File: src/design/whc_pkg.sv
// Shared types and constants of the word length histogram compare block.
`default_nettype none
package whc_pkg;

  localparam int unsigned APB_ADDR_W = 4;
  localparam int unsigned APB_DATA_W = 32;

  // Register indexes, taken from paddr[3:2]
  localparam logic [1:0] REG_BUCKET_PCT = 2'd0;
  localparam logic [1:0] REG_FAIL_LIMIT = 2'd1;
  localparam logic [1:0] REG_TOTAL_PCT  = 2'd2;

  localparam logic [7:0] RST_BUCKET_PCT = 8'd10;
  localparam logic [4:0] RST_FAIL_LIMIT = 5'd2;
  localparam logic [7:0] RST_TOTAL_PCT  = 8'd5;

  localparam logic [1:0] REASON_MATCH   = 2'd0;
  localparam logic [1:0] REASON_BUCKETS = 2'd1;
  localparam logic [1:0] REASON_TOTAL   = 2'd2;

  localparam logic [6:0] PCT_SCALE = 7'd100;

  typedef struct packed {
    logic        op;
    logic [15:0] word_length;
    logic [31:0] ref_count;
  } in_item_t;

  typedef struct packed {
    logic       is_match;
    logic [1:0] reason;
  } out_item_t;

  typedef struct packed {
    logic [7:0] bucket_pct;
    logic [4:0] fail_limit;
    logic [7:0] total_pct;
  } cfg_t;

  typedef struct packed {
    logic accept;
    logic cmp_rd;
    logic add_div;
    logic add_rd;
    logic add_wr;
    logic cmp_ds;
    logic cmp_mul;
    logic cmp_chk;
    logic tot_load;
  } cmd_t;

  typedef struct packed {
    logic in_op;
    logic last;
    logic out_busy;
  } status_t;

endpackage
`default_nettype wire

File: src/design/whc_ram.sv
// Generic single-port-write, registered-read RAM.
`default_nettype none
module whc_ram #(
  parameter int unsigned WIDTH = 32,
  parameter int unsigned DEPTH = 16
) (
  input  wire logic                     clk_i,
  input  wire logic                     we_i,
  input  wire logic [$clog2(DEPTH)-1:0] waddr_i,
  input  wire logic [WIDTH-1:0]         wdata_i,
  input  wire logic                     re_i,
  input  wire logic [$clog2(DEPTH)-1:0] raddr_i,
  output logic      [WIDTH-1:0]         rdata_o
);

  logic [WIDTH-1:0] mem_q [DEPTH];
  logic [WIDTH-1:0] rdata_q;

  always_ff @(posedge clk_i) begin
    if (we_i) begin
      mem_q[waddr_i] <= wdata_i;
    end
    if (re_i) begin
      rdata_q <= mem_q[raddr_i];
    end
  end

  assign rdata_o = rdata_q;

endmodule
`default_nettype wire

File: src/design/whc_regs.sv
// APB configuration registers of the histogram compare block.
`default_nettype none
module whc_regs
  import whc_pkg::*;
(
  input  wire logic                  clk_i,
  input  wire logic                  rst_ni,
  input  wire logic                  psel,
  input  wire logic                  penable,
  input  wire logic                  pwrite,
  input  wire logic [APB_ADDR_W-1:0] paddr,
  input  wire logic [APB_DATA_W-1:0] pwdata,
  output logic      [APB_DATA_W-1:0] prdata,
  output logic                       pready,
  output cfg_t                       cfg_o
);

  cfg_t       cfg_q;
  logic [1:0] idx;
  logic       wr_en;

  assign idx    = paddr[3:2];
  assign pready = 1'b1;
  assign wr_en  = psel & penable & pwrite & pready;

  always_ff @(posedge clk_i or negedge rst_ni) begin
    if (!rst_ni) begin
      cfg_q.bucket_pct <= RST_BUCKET_PCT;
      cfg_q.fail_limit <= RST_FAIL_LIMIT;
      cfg_q.total_pct  <= RST_TOTAL_PCT;
    end else if (wr_en) begin
      case (idx)
        REG_BUCKET_PCT: cfg_q.bucket_pct <= pwdata[7:0];
        REG_FAIL_LIMIT: cfg_q.fail_limit <= pwdata[4:0];
        REG_TOTAL_PCT:  cfg_q.total_pct  <= pwdata[7:0];
        default: ;
      endcase
    end
  end

  always_comb begin
    case (idx)
      REG_BUCKET_PCT: prdata = {24'd0, cfg_q.bucket_pct};
      REG_FAIL_LIMIT: prdata = {27'd0, cfg_q.fail_limit};
      REG_TOTAL_PCT:  prdata = {24'd0, cfg_q.total_pct};
      default:        prdata = '0;
    endcase
  end

  assign cfg_o = cfg_q;

endmodule
`default_nettype wire

File: src/design/whc_ctrl.sv
// Controller state machine sequencing add-word and compare requests.
`default_nettype none
module whc_ctrl
  import whc_pkg::*;
(
  input  wire logic clk_i,
  input  wire logic rst_ni,
  input  wire logic in_valid_i,
  output logic      in_ready_o,
  input  status_t   status_i,
  output cmd_t      cmd_o
);

  typedef enum logic [2:0] {
    ST_IDLE,
    ST_ADD_DIV,
    ST_ADD_RD,
    ST_ADD_WR,
    ST_CMP_DS,
    ST_CMP_MUL,
    ST_CMP_CHK,
    ST_TOT_CHK
  } state_e;

  state_e state_q, state_d;
  logic   accept;

  assign in_ready_o = (state_q == ST_IDLE);
  assign accept     = in_valid_i & in_ready_o;

  always_comb begin
    cmd_o          = '0;
    cmd_o.accept   = accept;
    cmd_o.cmp_rd   = accept & status_i.in_op;
    cmd_o.add_div  = (state_q == ST_ADD_DIV);
    cmd_o.add_rd   = (state_q == ST_ADD_RD);
    cmd_o.add_wr   = (state_q == ST_ADD_WR);
    cmd_o.cmp_ds   = (state_q == ST_CMP_DS);
    cmd_o.cmp_mul  = (state_q == ST_CMP_MUL);
    cmd_o.cmp_chk  = (state_q == ST_CMP_CHK);
    cmd_o.tot_load = (state_q == ST_TOT_CHK) & ~status_i.out_busy;
  end

  always_comb begin
    state_d = state_q;
    case (state_q)
      ST_IDLE: begin
        if (accept) begin
          state_d = status_i.in_op ? ST_CMP_DS : ST_ADD_DIV;
        end
      end
      ST_ADD_DIV: state_d = ST_ADD_RD;
      ST_ADD_RD:  state_d = ST_ADD_WR;
      ST_ADD_WR:  state_d = ST_IDLE;
      ST_CMP_DS:  state_d = ST_CMP_MUL;
      ST_CMP_MUL: state_d = ST_CMP_CHK;
      ST_CMP_CHK: state_d = status_i.last ? ST_TOT_CHK : ST_IDLE;
      ST_TOT_CHK: begin
        // hold until the output slot frees up
        if (!status_i.out_busy) begin
          state_d = ST_IDLE;
        end
      end
      default: state_d = ST_IDLE;
    endcase
  end

  always_ff @(posedge clk_i or negedge rst_ni) begin
    if (!rst_ni) begin
      state_q <= ST_IDLE;
    end else begin
      state_q <= state_d;
    end
  end

endmodule
`default_nettype wire

File: src/design/whc_dp.sv
// Datapath: bucket store, bucket index reduction, tolerance checks, result register.
`default_nettype none
module whc_dp
  import whc_pkg::*;
#(
  parameter int unsigned NUM_BUCKETS = 16
) (
  input  wire logic clk_i,
  input  wire logic rst_ni,
  input  in_item_t  in_data_i,
  input  cfg_t      cfg_i,
  input  cmd_t      cmd_i,
  output status_t   status_o,
  output logic      out_valid_o,
  input  wire logic out_ready_i,
  output out_item_t out_data_o
);

  localparam int unsigned IDX_W = $clog2(NUM_BUCKETS);
  localparam longint unsigned RecipL =
      ((64'd1 << 32) + NUM_BUCKETS - 1) / NUM_BUCKETS;
  localparam logic [31:0] Recip    = RecipL[31:0];
  localparam logic [15:0] NumB16   = 16'(NUM_BUCKETS);
  localparam logic [IDX_W-1:0] LastIdx = IDX_W'(NUM_BUCKETS - 1);
  localparam logic [39:0] SumMax   = '1;
  localparam logic [31:0] CountMax = '1;

  in_item_t         in_q;
  logic [47:0]      quot_prod_q;
  logic [15:0]      quot;
  logic [31:0]      qn;
  logic [15:0]      rem;
  logic [IDX_W-1:0] rem_idx;
  logic [IDX_W-1:0] raddr;
  logic [IDX_W-1:0] rd_addr_q;
  logic             ram_re;
  logic [31:0]      rdata;
  logic [31:0]      mine;
  logic [31:0]      inc;
  logic [NUM_BUCKETS-1:0] valid_q;

  logic [IDX_W-1:0] cmp_idx_q;
  logic [31:0]      d_q;
  logic [32:0]      s_q;
  logic [38:0]      pd_q;
  logic [40:0]      ps_q;
  logic [39:0]      diff_sum_q;
  logic [39:0]      scale_sum_q;
  logic [40:0]      diff_add;
  logic [40:0]      scale_add;
  logic [46:0]      ptd_q;
  logic [47:0]      pts_q;
  logic [4:0]       failed_q;
  logic [5:0]       failed_next;
  logic             too_many_q;
  logic             bucket_fail;
  logic             total_fail;

  logic             out_valid_q;
  out_item_t        out_q;

  // bucket index = word_length mod NUM_BUCKETS via reciprocal multiply
  assign quot    = quot_prod_q[47:32];
  assign qn      = quot * NumB16;
  assign rem     = in_q.word_length - qn[15:0];
  assign rem_idx = rem[IDX_W-1:0];

  assign ram_re = cmd_i.cmp_rd | cmd_i.add_rd;
  assign raddr  = cmd_i.add_rd ? rem_idx : cmp_idx_q;

  assign mine = valid_q[rd_addr_q] ? rdata : '0;
  assign inc  = (mine == CountMax) ? mine : mine + 32'd1;

  whc_ram #(
    .WIDTH(32),
    .DEPTH(NUM_BUCKETS)
  ) u_ram (
    .clk_i  (clk_i),
    .we_i   (cmd_i.add_wr),
    .waddr_i(rd_addr_q),
    .wdata_i(inc),
    .re_i   (ram_re),
    .raddr_i(raddr),
    .rdata_o(rdata)
  );

  always_ff @(posedge clk_i) begin
    if (cmd_i.accept) begin
      in_q <= in_data_i;
    end
    if (cmd_i.add_div) begin
      quot_prod_q <= {32'd0, in_q.word_length} * {16'd0, Recip};
    end
    if (ram_re) begin
      rd_addr_q <= raddr;
    end
    if (cmd_i.cmp_ds) begin
      d_q <= (mine >= in_q.ref_count) ? mine - in_q.ref_count : in_q.ref_count - mine;
      s_q <= {1'b0, mine} + {1'b0, in_q.ref_count};
    end
    if (cmd_i.cmp_mul) begin
      pd_q <= {7'd0, d_q} * 39'(PCT_SCALE);
      ps_q <= {8'd0, s_q} * {33'd0, cfg_i.bucket_pct};
    end
    if (cmd_i.cmp_chk) begin
      ptd_q <= {7'd0, diff_sum_q} * 47'(PCT_SCALE);
      pts_q <= {8'd0, scale_sum_q} * {40'd0, cfg_i.total_pct};
    end
  end

  assign diff_add    = {1'b0, diff_sum_q} + {9'd0, d_q};
  assign scale_add   = {1'b0, scale_sum_q} + {8'd0, s_q};
  assign bucket_fail = {2'd0, pd_q} > ps_q;
  assign total_fail  = {1'b0, ptd_q} > pts_q;
  assign failed_next = {1'b0, failed_q} + 6'd1;

  always_ff @(posedge clk_i or negedge rst_ni) begin
    if (!rst_ni) begin
      valid_q     <= '0;
      cmp_idx_q   <= '0;
      diff_sum_q  <= '0;
      scale_sum_q <= '0;
      failed_q    <= '0;
      too_many_q  <= 1'b0;
    end else begin
      if (cmd_i.add_wr) begin
        valid_q[rd_addr_q] <= 1'b1;
      end
      if (cmd_i.cmp_mul) begin
        // saturate the totals instead of wrapping
        diff_sum_q  <= diff_add[40] ? SumMax : diff_add[39:0];
        scale_sum_q <= scale_add[40] ? SumMax : scale_add[39:0];
      end
      if (cmd_i.cmp_chk) begin
        cmp_idx_q <= (cmp_idx_q == LastIdx) ? '0 : cmp_idx_q + IDX_W'(1);
        if (bucket_fail) begin
          if (failed_next > {1'b0, cfg_i.fail_limit}) begin
            too_many_q <= 1'b1;
          end
          failed_q <= failed_next[5] ? 5'd31 : failed_next[4:0];
        end
      end
      if (cmd_i.tot_load) begin
        diff_sum_q  <= '0;
        scale_sum_q <= '0;
        failed_q    <= '0;
        too_many_q  <= 1'b0;
      end
    end
  end

  always_ff @(posedge clk_i or negedge rst_ni) begin
    if (!rst_ni) begin
      out_valid_q <= 1'b0;
    end else if (cmd_i.tot_load) begin
      out_valid_q <= 1'b1;
    end else if (out_ready_i) begin
      out_valid_q <= 1'b0;
    end
  end

  always_ff @(posedge clk_i) begin
    if (cmd_i.tot_load) begin
      if (too_many_q) begin
        out_q.reason <= REASON_BUCKETS;
      end else if (total_fail) begin
        out_q.reason <= REASON_TOTAL;
      end else begin
        out_q.reason <= REASON_MATCH;
      end
      out_q.is_match <= ~too_many_q & ~total_fail;
    end
  end

  assign status_o.in_op    = in_data_i.op;
  assign status_o.last     = (cmp_idx_q == LastIdx);
  assign status_o.out_busy = out_valid_q & ~out_ready_i;

  assign out_valid_o = out_valid_q;
  assign out_data_o  = out_q;

endmodule
`default_nettype wire

File: src/design/word_length_histogram_compare.sv
// An add-word request passes the states ADD_DIV, ADD_RD and ADD_WR before ready rises again.
// A compare request passes CMP_DS, CMP_MUL and CMP_CHK; the one carrying the last bucket
// also passes TOT_CHK, which loads its result into the output register, and waits there
// while an earlier result is still waiting. One request is worked on at a time,
// as the controller takes a new one only while it is idle.
// Reset clears all buckets at once through per-entry valid bits; registers reset to 10, 2, 5.
`default_nettype none
module word_length_histogram_compare
  import whc_pkg::*;
#(
  parameter int unsigned NUM_BUCKETS = 16
) (
  input  wire logic                  clk_i,
  input  wire logic                  rst_ni,
  input  wire logic                  in_valid_i,
  output logic                       in_ready_o,
  input  in_item_t                   in_data_i,
  output logic                       out_valid_o,
  input  wire logic                  out_ready_i,
  output out_item_t                  out_data_o,
  input  wire logic                  psel,
  input  wire logic                  penable,
  input  wire logic                  pwrite,
  input  wire logic [APB_ADDR_W-1:0] paddr,
  input  wire logic [APB_DATA_W-1:0] pwdata,
  output logic      [APB_DATA_W-1:0] prdata,
  output logic                       pready
);

  cfg_t    cfg;
  cmd_t    cmd;
  status_t status;

  whc_regs u_regs (
    .clk_i  (clk_i),
    .rst_ni (rst_ni),
    .psel   (psel),
    .penable(penable),
    .pwrite (pwrite),
    .paddr  (paddr),
    .pwdata (pwdata),
    .prdata (prdata),
    .pready (pready),
    .cfg_o  (cfg)
  );

  whc_ctrl u_ctrl (
    .clk_i     (clk_i),
    .rst_ni    (rst_ni),
    .in_valid_i(in_valid_i),
    .in_ready_o(in_ready_o),
    .status_i  (status),
    .cmd_o     (cmd)
  );

  whc_dp #(
    .NUM_BUCKETS(NUM_BUCKETS)
  ) u_dp (
    .clk_i      (clk_i),
    .rst_ni     (rst_ni),
    .in_data_i  (in_data_i),
    .cfg_i      (cfg),
    .cmd_i      (cmd),
    .status_o   (status),
    .out_valid_o(out_valid_o),
    .out_ready_i(out_ready_i),
    .out_data_o (out_data_o)
  );

endmodule
`default_nettype wire

File: config.mk
export PLATFORM = sky130hd
export DESIGN_NAME = word_length_histogram_compare
export DESIGN_NICKNAME = d
export VERILOG_FILES = /design/src/design/whc_pkg.sv /design/src/design/whc_ram.sv /design/src/design/whc_regs.sv /design/src/design/whc_ctrl.sv /design/src/design/whc_dp.sv /design/src/design/word_length_histogram_compare.sv
export SDC_FILE = /design/constraint.sdc
export NUM_CORES = 2
export LEC_CHECK = 0
export BUFFER_PORTS_ARGS = -buffer_cell sky130_fd_sc_hd__buf_2
export CELL_PAD_IN_SITES_DETAIL_PLACEMENT = 0
export CELL_PAD_IN_SITES_GLOBAL_PLACEMENT = 1
export CORE_MARGIN = 5
export CORE_UTILIZATION = 30
export DETAILED_ROUTE_END_ITERATION = 7
export PLACE_DENSITY_LB_ADDON = 0.1
export SLEW_MARGIN = 20
export SYNTH_ARGS = -nofsm -noshare
export SYNTH_HDL_FRONTEND = slang
export SYNTH_SLANG_ARGS = --single-unit
File: constraint.sdc
create_clock -name clk_i -period 6.1 [get_ports clk_i]
set_input_delay 0.915 -clock clk_i [delete_from_list [all_inputs] [get_ports clk_i]]
set_output_delay 0.915 -clock clk_i [all_outputs]
set_load 0.02 [all_outputs]
==> qor.yml <==
clocking:
  cts_hold_buf: 0
  root_buffer: "clkbuf_16"
  clk_path_buf_depth: 3
  post-cts-setup-buffer-count: 0
  clk_pin_slew_ns: 0.07
  clk_latency_ns: 0.81
  h-tree-depth: 3
  clock_sinks: 953
  cts_buffers: 116
  cts_resized: 1
  cts_tree: "built"
placed_design:
  portBuffers: 66
  hpwl_um: 171900
  gp_congestion: 0.8088
critical_path:
  cp_common_cell: "fa_1"
  cp.required_ns: 6.71
  crit_chain: "buf_4 > and2_1 > fa_1 > fa_1 > fa_1 > fa_1 > ha_1 > and4_1 > nand2_1 > a2111oi_2 > buf_4 > o31a_1 > o211ai_1 > a211o_1 > a21oi_1 > nand4_1 > o211ai_1"
  cp_slowest_stage_delay_ns: 0.61
  start_kind: "register"
  critPathKind: "reg -> reg"
  critPathTopFamily: "adder cells"
  worstSetupEndpointType: "register"
  cp_max_fo: 8
  crit_buf_inv: 2
  slowest_stage: "fa_1"
  critPathArrivalTime_ns: 6.41
synthesis:
  yosys_warnings: 0
  synthTopCellsByArea: "edfxtp_1 34%, fa_1 13%, ha_1 10%, nand2_1 4.8%, inv_1 4.5%"
  ys_seq_elements: 953
  syn_area_um2: 72680
  ys_seq_area_frac: 0.3848
  synth_top_area_share: 0.3396
  synthCells: 7187
  synth_edf_count: 822
  async_flop_share: 0.1375
  ys.flop_type: "edfxtp_1"
  synth_cell_types: 94
  synth_commonest_cells: "930 x nand2_1, 870 x inv_1, 822 x edfxtp_1, 604 x ha_1, 481 x fa_1"
  synth_most_common_cell: "nand2_1"
  syn_avg_cell_area_um2: 10.11
  synth_top_cell_by_area: "edfxtp_1"
sta:
  final.setup.tns_ns: 0
  fmax_ghz: 0.1723
  slew-limit-headroom: 0.2576
  setup_viol: 0
  fin_skew_ns: 0.1066
  finalHoldViolations: 0
  worst_slew_pin_slew_ns: 1.085
  rsz0062_at_grt: "no"
  slew_violations: 0
  timing.final.crit_share: 0.9515
  fin_crit_ns: 5.804
drt:
  dr.pass1.iters: 5
  drc: 0
  post_drt_via_cell_ratio: 4.902
  drtAntennaViolNets: 0
  num_vias: 51990
  first_iter_violations: 3009
  wl_um: 229900
  routedWlPerCell_um: 21.68
floorplan:
  initial_core_util: 0.3019
  die_h_um: 502.2
  die-area_um2: 252200
  boundaryPins: 130
  dieWidth_um: 502.2
  coreArea_um2: 240800
  num_rows: 180
global_route:
  first_global_vias: 53740
  grt_antenna_before_repair: 8
  grt_first_pass_wirelength_um: 346900
  grt_use_total: 0.1814
  grt_max_degree: 118
  overflow: 0
outcome:
  outcome: "finished clean"
hold_path:
  hold_class: "in -> async"
flow_run:
  cap_viol_max_count: 0
cells_and_area:
  synthToLayoutAreaGrowth_pct: 12.73
  layout.nets: 8492
  layout-drive-gt1-share: 0.08170
[flip-flops by register name (all words and copies together), names as in the netlist, 31 cells and up]
name                cells
u_dp.pd_q              37
u_dp.scale_sum_q       40
u_dp.ps_q              41
u_dp.u_ram.mem_q      512
u_dp.in_q              36
u_dp.d_q               31
u_dp.u_ram.rdata_o     32
u_dp.s_q               33
u_dp.pts_q             48
u_dp.ptd_q             45
u_dp.diff_sum_q        40
[final cells by class]
| class | instances | area [µm²] |
|---|---|---|
| multi-input cells | 5077 | 40530 |
| fillers | 24480 | 158800 |
| well taps | 3185 | 3985 |
| clock inverters | 79 | 892.1 |
| diodes | 5 | 12.51 |
| inverters | 875 | 3304 |
| repair buffers | 292 | 2228 |
| clock buffers | 141 | 3007 |
| flip-flops and latches | 953 | 27970 |
[cell families (layout without fill, tap and decap cells)]
| kind of cell | Yosys count | count (layout) | share of synthesized area |
|---|---|---|---|
| simple gates | 2341 | 2341 | 0.1571 |
| compound gates | 1286 | 1286 | 0.1156 |
| buf+inv | 1180 | 1387 | 0.06277 |
| fa+ha+maj | 1085 | 1085 | 0.2365 |
| flops | 953 | 953 | 0.3848 |
| xor+xnor | 285 | 285 | 0.03434 |
| mux | 55 | 55 | 0.008849 |
| other cells | 2 | 30 | 0.0001033 |
[metrics by stage]
stage | util | std cells | worst slack [ns] | area (µm²) | hold WS, ns
3_3_place_gp | 0.3236 | 10380 | -0.02782 | 77910 | 0.4470
3_5_place_dp | 0.3238 | 10380 | 0.03330 | 77960 | 0.4492
6_report | 0.3403 | 10610 | 0.2960 | 81930 | 0.1095
2_1_floorplan | - | 7210 | 0.4059 | 72770 | 0.4337
4_1_cts | 0.3400 | 10600 | 0.1002 | 81860 | 0.04177
5_1_grt | 0.3403 | 10600 | 0.0008775 | 81920 | 0.09344
[routing by layer]
metal / global-route usage / share of wire / up-vias
li1: - / - / 24980
met1: 0.2441 / 0.46 / 25990
met2: 0.3102 / 0.48 / 766
met3: 0.02099 / 0.030 / 247
met4: 0.04670 / 0.028 / 4
met5: 0 / 0.00012 / -
[final timing paths]
path / startpoint / endpoint / slack [ns] / cells past startpoint
min: rst_ni / u_regs.cfg_o[20] / 0.11 / 1
max reg2reg: u_regs.cfg_o[15] / u_dp.ps_q[36] / 0.30 / 17
min reg2reg: u_dp.valid_q[0] / u_dp.valid_q[0] / 0.46 / 1
max in group asynchronous: rst_ni / u_dp.scale_sum_q[8] / 4.79 / 2
max: u_regs.cfg_o[15] / u_dp.ps_q[36] / 0.30 / 17
min in group clk_i: in_data_i[29] / u_dp.in_q[29] / 0.31 / 1
[cell usage in the layout (no fill, tap or decap), types with 125 or more instances in the layout]
cell type | Yosys | layout
nand3_1 | 333 | 333
inv_1 | 870 | 866
fa_1 | 481 | 481
nand2_1 | 930 | 930
nor2_1 | 208 | 196
ha_1 | 604 | 604
dfrtp_1 | 126 | 125
buf_4 | 28 | 211
edfxtp_1 | 822 | 822
a21o_1 | 158 | 158
xnor2_1 | 184 | 175
o21ai_0 | 167 | 167
a21oi_1 | 420 | 418
and2_1 | 464 | 463
Power is left out: the tool's default activity adds up to more than one toggle a clock period on the data nets, which glitch-free logic cannot reach.
